## config.mk

```make
export PLATFORM = sky130hd
export DESIGN_NAME = ntc_table_temperature_hysteresis_top
export DESIGN_NICKNAME = d
export VERILOG_FILES = /design/src/rtl/core/ntc_pkg.sv /design/src/rtl/core/ntc_cell.sv /design/src/rtl/core/ntc_decide.sv /design/src/rtl/core/ntc_table_temperature_hysteresis_top.sv
export SDC_FILE = /design/constraint.sdc
export NUM_CORES = 2
export LEC_CHECK = 0
export ABC_CLOCK_PERIOD_IN_PS = 3300
export BUFFER_PORTS_ARGS = -buffer_cell sky130_fd_sc_hd__buf_2
export CAP_MARGIN = 5
export CORE_AREA = 2 2 375 655
export CTS_BUF_LIST = sky130_fd_sc_hd__clkbuf_8
export CTS_CLUSTER_DIAMETER = 60
export DETAILED_ROUTE_END_ITERATION = 7
export DIE_AREA = 0 0 377 657
export HOLD_SLACK_MARGIN = 0.02
export PLACE_DENSITY = 0.53
export SYNTH_ARGS = -nofsm -noshare
export SYNTH_HDL_FRONTEND = slang
export SYNTH_SLANG_ARGS = --single-unit
```

## constraint.sdc

```tcl
create_clock -name clk -period 3.3 [get_ports clk]
set_input_delay 0.66 -clock clk [delete_from_list [all_inputs] [get_ports clk]]
set_output_delay 0.66 -clock clk [all_outputs]
set_load 0.02 [all_outputs]
```

## src/rtl/core/ntc_pkg.sv

```systemverilog
// Package for the NTC thermistor table lookup with hysteresis.
// Holds widths, the calibration ROM, the ROM read and divide-by-three helpers.
// No dependencies.
package ntc_pkg;

    localparam int TABLE_DEPTH  = 100;
    localparam int ADC_BITS     = 10;
    localparam int ADC_IN_W     = 10;
    localparam int TEMP_W       = 7;
    localparam int ROM_POINTS   = 100;
    localparam int ROM_W        = 10;
    localparam int IDX_W        = $clog2(ROM_POINTS);
    localparam int SHORTED_TEMP = 100;
    localparam int OPEN_TEMP    = 0;

    localparam int SMP_W = (ADC_BITS < ADC_IN_W) ? ADC_BITS : ADC_IN_W;
    localparam int CNT_W = $clog2(TABLE_DEPTH + 1);
    localparam int CMP_W = (SMP_W > ROM_W + 1) ? SMP_W : ROM_W + 1;

    localparam int DIV3_MUL   = 683;
    localparam int DIV3_SHIFT = 11;
    localparam int DIV3_MUL_W = 10;

    localparam logic [ROM_W-1:0] CAL_ROM [ROM_POINTS] = '{
        10'd148, 10'd154, 10'd160, 10'd167, 10'd174, 10'd181, 10'd188, 10'd195, 10'd203,
        10'd211, 10'd219, 10'd227, 10'd235, 10'd243, 10'd252, 10'd261, 10'd270, 10'd279,
        10'd288, 10'd297, 10'd307, 10'd316, 10'd326, 10'd336, 10'd346, 10'd356, 10'd366,
        10'd376, 10'd386, 10'd397, 10'd407, 10'd417, 10'd428, 10'd438, 10'd449, 10'd459,
        10'd470, 10'd480, 10'd490, 10'd501, 10'd511, 10'd521, 10'd532, 10'd542, 10'd552,
        10'd562, 10'd572, 10'd582, 10'd591, 10'd601, 10'd610, 10'd620, 10'd629, 10'd638,
        10'd647, 10'd656, 10'd665, 10'd673, 10'd681, 10'd690, 10'd698, 10'd706, 10'd714,
        10'd721, 10'd729, 10'd736, 10'd743, 10'd750, 10'd757, 10'd764, 10'd771, 10'd777,
        10'd783, 10'd789, 10'd795, 10'd801, 10'd807, 10'd813, 10'd818, 10'd823, 10'd829,
        10'd834, 10'd839, 10'd843, 10'd848, 10'd852, 10'd857, 10'd861, 10'd865, 10'd869,
        10'd873, 10'd877, 10'd881, 10'd884, 10'd888, 10'd891, 10'd895, 10'd898, 10'd901,
        10'd904
    };

    typedef struct packed {
        logic             valid;
        logic             stop;
        logic [CNT_W-1:0] count;
        logic [SMP_W-1:0] sample;
    } cell_data_t;

    function automatic logic [ROM_W-1:0] rom_at(input logic [IDX_W-1:0] idx);
        logic [ROM_W-1:0] val;
        if (int'(idx) >= ROM_POINTS) begin
            val = CAL_ROM[ROM_POINTS-1];
        end
        else begin
            val = CAL_ROM[idx];
        end
        return val;
    endfunction

    // floor(x / 3) for x below 1536
    function automatic logic [ROM_W-1:0] div3(input logic [ROM_W-1:0] x);
        logic [ROM_W+DIV3_MUL_W-1:0] prod;
        prod = (ROM_W + DIV3_MUL_W)'(x) * (ROM_W + DIV3_MUL_W)'(DIV3_MUL);
        return prod[DIV3_SHIFT +: ROM_W];
    endfunction

endpackage

```

## src/rtl/core/ntc_cell.sv

```systemverilog
// One compare cell of the calibration search chain.
// Depends on ntc_pkg for the cell_data_t transaction type.
module ntc_cell (
    input  logic                     clk,
    input  logic                     rst_n,
    input  logic                     advance,
    input  logic [ntc_pkg::ROM_W-1:0] entry,
    input  ntc_pkg::cell_data_t      d_in,
    output ntc_pkg::cell_data_t      d_out
);
    import ntc_pkg::*;

    cell_data_t data_reg;
    cell_data_t data_next;

    always_comb
    begin
        data_next = d_in;
        if (!d_in.stop && (CMP_W'(d_in.sample) >= CMP_W'(entry))) begin
            data_next.count = d_in.count + CNT_W'(1);
        end
        else begin
            data_next.stop = 1'b1;
        end
    end

    always_ff @(posedge clk or negedge rst_n)
    begin
        if (!rst_n) begin
            data_reg.valid  <= 1'b0;
            data_reg.stop   <= 1'b0;
            data_reg.count  <= '0;
            data_reg.sample <= '0;
        end
        else if (advance) begin
            data_reg <= data_next;
        end
    end

    assign d_out = data_reg;

endmodule

```

## src/rtl/core/ntc_decide.sv

```systemverilog
// Open/short checks, hysteresis decision, held temperature and output register.
// Depends on ntc_pkg for ROM reads, divide-by-three and cell_data_t.
module ntc_decide (
    input  logic                      clk,
    input  logic                      rst_n,
    input  logic                      advance,
    input  ntc_pkg::cell_data_t       d_in,
    output logic                      out_valid,
    input  logic                      out_ready,
    output logic [ntc_pkg::TEMP_W-1:0] out_temp
);
    import ntc_pkg::*;

    logic [TEMP_W-1:0] held_reg;
    logic [TEMP_W-1:0] held_next;
    logic [TEMP_W-1:0] out_temp_reg;
    logic              out_valid_reg;
    logic              load;

    logic [IDX_W-1:0]  cand_idx;
    logic [IDX_W-1:0]  held_idx;
    logic [ROM_W-1:0]  lo;
    logic [ROM_W-1:0]  hi;
    logic [ROM_W-1:0]  up;
    logic [ROM_W-1:0]  dn;
    logic [ROM_W:0]    rise_thr;
    logic [ROM_W-1:0]  fall_thr;
    logic [CMP_W-1:0]  smp;

    assign load     = advance && d_in.valid;
    assign cand_idx = IDX_W'(d_in.count);
    assign held_idx = IDX_W'(held_reg);
    assign lo       = rom_at(held_idx);
    assign hi       = rom_at(held_idx + IDX_W'(1));
    assign up       = rom_at(cand_idx);
    assign dn       = rom_at(cand_idx - IDX_W'(1));
    assign rise_thr = {1'b0, lo} + {1'b0, div3(hi - lo)};
    assign fall_thr = up - div3(up - dn);
    assign smp      = CMP_W'(d_in.sample);

    always_comb
    begin
        held_next = held_reg;
        if (d_in.count == '0) begin
            held_next = TEMP_W'(OPEN_TEMP);
        end
        else if (d_in.count >= CNT_W'(TABLE_DEPTH)) begin
            held_next = TEMP_W'(SHORTED_TEMP);
        end
        else if (cand_idx > held_idx) begin
            held_next = (smp >= CMP_W'(rise_thr)) ? TEMP_W'(cand_idx)
                                                 : TEMP_W'(cand_idx - IDX_W'(1));
        end
        else if (cand_idx < held_idx) begin
            held_next = (smp <= CMP_W'(fall_thr)) ? TEMP_W'(cand_idx)
                                                 : TEMP_W'(cand_idx + IDX_W'(1));
        end
    end

    always_ff @(posedge clk or negedge rst_n)
    begin
        if (!rst_n) begin
            held_reg      <= '0;
            out_valid_reg <= 1'b0;
        end
        else begin
            if (load) begin
                held_reg      <= held_next;
                out_valid_reg <= 1'b1;
            end
            else if (out_ready) begin
                out_valid_reg <= 1'b0;
            end
        end
    end

    always_ff @(posedge clk)
    begin
        if (load) begin
            out_temp_reg <= held_next;
        end
    end

    assign out_valid = out_valid_reg;
    assign out_temp  = out_temp_reg;

    a_out_matches_held: assert property (@(posedge clk) disable iff (!rst_n)
        out_valid_reg |-> (out_temp_reg == held_reg))
        else $error("output temperature differs from held temperature");

    a_held_in_range: assert property (@(posedge clk) disable iff (!rst_n)
        held_reg <= TEMP_W'(SHORTED_TEMP))
        else $error("held temperature above maximum");

    a_held_only_on_load: assert property (@(posedge clk) disable iff (!rst_n)
        !load |=> $stable(held_reg))
        else $error("held temperature changed without a transaction");

    a_no_load_while_stalled: assert property (@(posedge clk) disable iff (!rst_n)
        (out_valid_reg && !out_ready) |-> !load)
        else $error("result overwritten while stalled");

endmodule

```

## src/rtl/core/ntc_table_temperature_hysteresis_top.sv

```systemverilog
// Top level of the NTC thermistor table lookup with hysteresis.
// Depends on ntc_pkg, ntc_cell and ntc_decide.
//
// Usage:
//   s_tvalid/s_tready/s_tdata carry raw converter samples; s_tdata[9:0] is
//   the sample, upper bits are zero. m_tvalid/m_tready/m_tdata carry one
//   temperature per sample; m_tdata[6:0] is degrees 0..100, m_tdata[7] is 0.
//   A sample walks a chain of TABLE_DEPTH compare cells, one calibration
//   entry per cell, counting the entries not above it; a final stage applies
//   the open/short checks and the hysteresis against the held temperature.
//   A sample is registered in each cell, then in the final stage's output.
//   Throughput: one sample per cycle unless the receiver stalls, since the
//   chain is pipelined; held temperature is only read at the final stage.
//   Reset clears the held temperature to 0 and empties the chain.
//   When the receiver stalls with a result waiting, the whole chain holds
//   and s_tready drops until the result is taken.
module ntc_table_temperature_hysteresis_top (
    input  logic       clk,
    input  logic       rst_n,
    input  logic       s_tvalid,
    output logic       s_tready,
    input  logic [15:0] s_tdata,   // [9:0] adc_sample, [15:10] zero
    output logic       m_tvalid,
    input  logic       m_tready,
    output logic [7:0] m_tdata     // [6:0] temperature, [7] zero
);
    import ntc_pkg::*;

    logic              advance;
    cell_data_t        chain [TABLE_DEPTH+1];
    logic [TEMP_W-1:0] temp;

    assign advance  = !m_tvalid || m_tready;
    assign s_tready = advance;

    always_comb
    begin
        chain[0].valid  = s_tvalid;
        chain[0].stop   = 1'b0;
        chain[0].count  = '0;
        chain[0].sample = s_tdata[SMP_W-1:0];
    end

    for (genvar i = 0; i < TABLE_DEPTH; i++) begin : g_cell
        ntc_cell u_cell (
            .clk     (clk),
            .rst_n   (rst_n),
            .advance (advance),
            .entry   (rom_at(IDX_W'(i))),
            .d_in    (chain[i]),
            .d_out   (chain[i+1])
        );
    end

    ntc_decide u_decide (
        .clk       (clk),
        .rst_n     (rst_n),
        .advance   (advance),
        .d_in      (chain[TABLE_DEPTH]),
        .out_valid (m_tvalid),
        .out_ready (m_tready),
        .out_temp  (temp)
    );

    assign m_tdata = {1'b0, temp};

endmodule
```

==> flow_summary.toml <==
[logic_synthesis]
yosysMostFrequentCell = "nand2_1"
ys_top_cells_by_count = "nand2_1 (3,904), dfrtp_1 (1,873), o21ai_0 (625)"
synth.ff_latch_count = 1880
synth_compound_area_share_pct = 9.29
syn_nets = 9584
async_reset_ff_share_pct = 99.6
yosysUniqueCellTypes = 90
avgSynthCellArea_um2 = 8.93
synth_cells = 9456
synthFlopType = "dfrtp_1"
synth_fa_ha_area_share_pct = 1.60
synth_area_leaders = "dfrtp_1 (56%), nand2_1 (17%), o21ai_0 (3.7%)"
synth_top_family_by_area = "simple AND/OR/NAND/NOR gates"
synth_warnings = 0
synth_top_cell_by_area = "dfrtp_1"
seq_area_frac_synth_pct = 55.8
synthSimpleGateAreaFrac_pct = 25.6
synth-edff-count = 7
synth_top_area_share_pct = 55.5
synth-xor-area-share_pct = 3.95
synth_area_um2 = 84400
synthMuxAreaShare_pct = 1.15

[die]
ios = 30
die_width_um = 377
coreArea_um2 = 242000
fp.dieArea_um2 = 248000
die_h_um = 657
start_util_pct = 34.9
rows = 239

[cells_and_area]
design_area_um2 = 93800
multi_input_area_um2 = 35100
syn_to_final_growth_pct = 11.1
nNetsFinal = 9582
final_core_util_pct = 38.7
fillers = 24700
largest_reg_flops = 1865
seq_area_um2 = 47100
final_cells = 12800
layout-drive-gt1-share_pct = 6.08

[critical_path]
critPathLaunchType = "flip-flop"
cp_max_fo = 34
crit_chain = "nor2b_4, inv_8, buf_2"
cp.required_ps = 2640
worstPathArrival_ps = 2090
path_delay_family = "buffers and inverters"
critPathSlowestCell = "dfrtp_1"
cpPeakStageDelay_ps = 400
crit_type = "reg -> out"
setup.worst_path.end_class = "primary output"
crit_buf_inv = 2

[clock_tree]
root_buffer = "clkbuf_8"
cts_made_buffers = 307
clockBufferDepth = 4
clock_latency_ps = 930
clk_pin_slew_ps = 60
cts_sinks = 1880
htreeDepth = 5
cts_tree = "built"

[worst_hold_path]
hold_path_class = "in -> reg"

[status]
status = "completed"

[place]
place_inst = 12300
place_ws_ps = 454
port_buffers = 22
place_area_um2 = 87900
routabilityCongestion = 0.781
dp_hpwl_um = 123000

[sta]
finalClockSkew_ps = 71.0
finalSetupViolations = 0
fin_setup_tns_ps = 0
max_slew_margin_pct = 24.8
slew_violations = 0
worst-slew-pin-transition_ps = 1120
period_share_pct = 83.4
fin_ws_ps = 548
rsz0062_at_grt = "false"
finalHoldViolations = 0
whs_ps = 265
fmax_mhz = 363
min_period_ps = 2750

[global_routing]
grt_pass1_wl_um = 322000
antenna_found_initial = 2
grt_overflow_total = 0
grt_usage_pct = 15.3
grt_pass1_vias = 64300
grt_max_degree = 207

[drt]
wl_per_cell_um = 14.7
via_per_inst = 4.93
via_count = 63100
dr.pass1.iters = 5
routed_wl_um = 189000
drc = 0
drtIter0Drc = 3451
ant_nets = 0

[job]
drv_cap = 0

[power]
power.density_nw_per_um2 = 528
irDropWorstVdd_v = 0.000371
leakagePower_nw = 43.0
p_total_mw = 49.5
## final cells by class
cell class / count / area share (%)
repair buffers: 142 / 1.69
multi-input cells: 7045 / 37.4
clock buffers: 371 / 5.44
well taps: 3133 / 4.18
diodes: 3 / 0.00801
flip-flops and latches: 1880 / 50.2
inverters: 78 / 0.320
clock inverters: 138 / 0.710
## report_power, final
group | switching [mW] | internal [mW] | total [mW]
Combinational | 1.89 | 1.52 | 3.41
Clock | 9.43 | 10.3 | 19.7
Sequential | 1.85 | 24.5 | 26.4
Total | 13.2 | 36.3 | 49.5
## worst min-delay path, cell delays in order
cell     delay (ps)
buf_2           100
nor2b_4          60
buf_12          180
nand2_1          80
nand2_1          40
## kinds of logic (layout without fill, tap and decap cells)
group,Yosys count,after routing
and+or+nand+nor,5166,5166
DFF,1880,1880
AOI/OAI and AO/OA,1293,1293
buffers and inverters,531,729
xor gates and xnor gates,381,381
adders and majority gates,108,108
muxes,96,96
other,1,4
## worst paths after layout
kind	start	cells past startpoint	slack (ps)	end
worst max-delay path	u_decide.out_valid	3	550	s_tready
worst min-delay path	m_tready	5	260	g_cell[81].u_cell.d_out[9]
worst max register to register	g_cell[99].u_cell.d_out[12]	6	610	u_decide.out_temp[2]
worst min register to register	g_cell[9].u_cell.d_out[18]	2	440	g_cell[10].u_cell.d_out[18]
max in group asynchronous	rst_n	4	1720	g_cell[15].u_cell.d_out[2]
min in group asynchronous	rst_n	2	320	g_cell[45].u_cell.d_out[11]
## per-layer routing
metal | GRT usage [%] | routed length (um) | vias up
met5 | 0 | 0 | -
met4 | 5.21 | 5780 | 0
met3 | 2.14 | 5190 | 389
met2 | 29.3 | 103000 | 715
met1 | 17.0 | 74900 | 30500
li1 | - | - | 31500
## timing repair
item / CTS / global route
endpoints found under the hold margin: 60 / 0
gates resized for setup: 0 / 0
setup endpoints to repair: 0 / 0
setup buffers: 0 / 0
hold buffers: 12 / 0
## cells in the final DEF (no fill, tap or decap), types with 108 or more instances in the layout
master / count
a31oi_1: 158
clkbuf_8: 371
dfrtp_1: 1873
nor2_1: 408
nand4_1: 132
nand2_1: 3904
o21ai_0: 625
inv_1: 179
a21oi_1: 142
ha_1: 108
xor2_1: 247
xnor2_1: 134
nand3_1: 205
(Power assumes the default switching activity.)
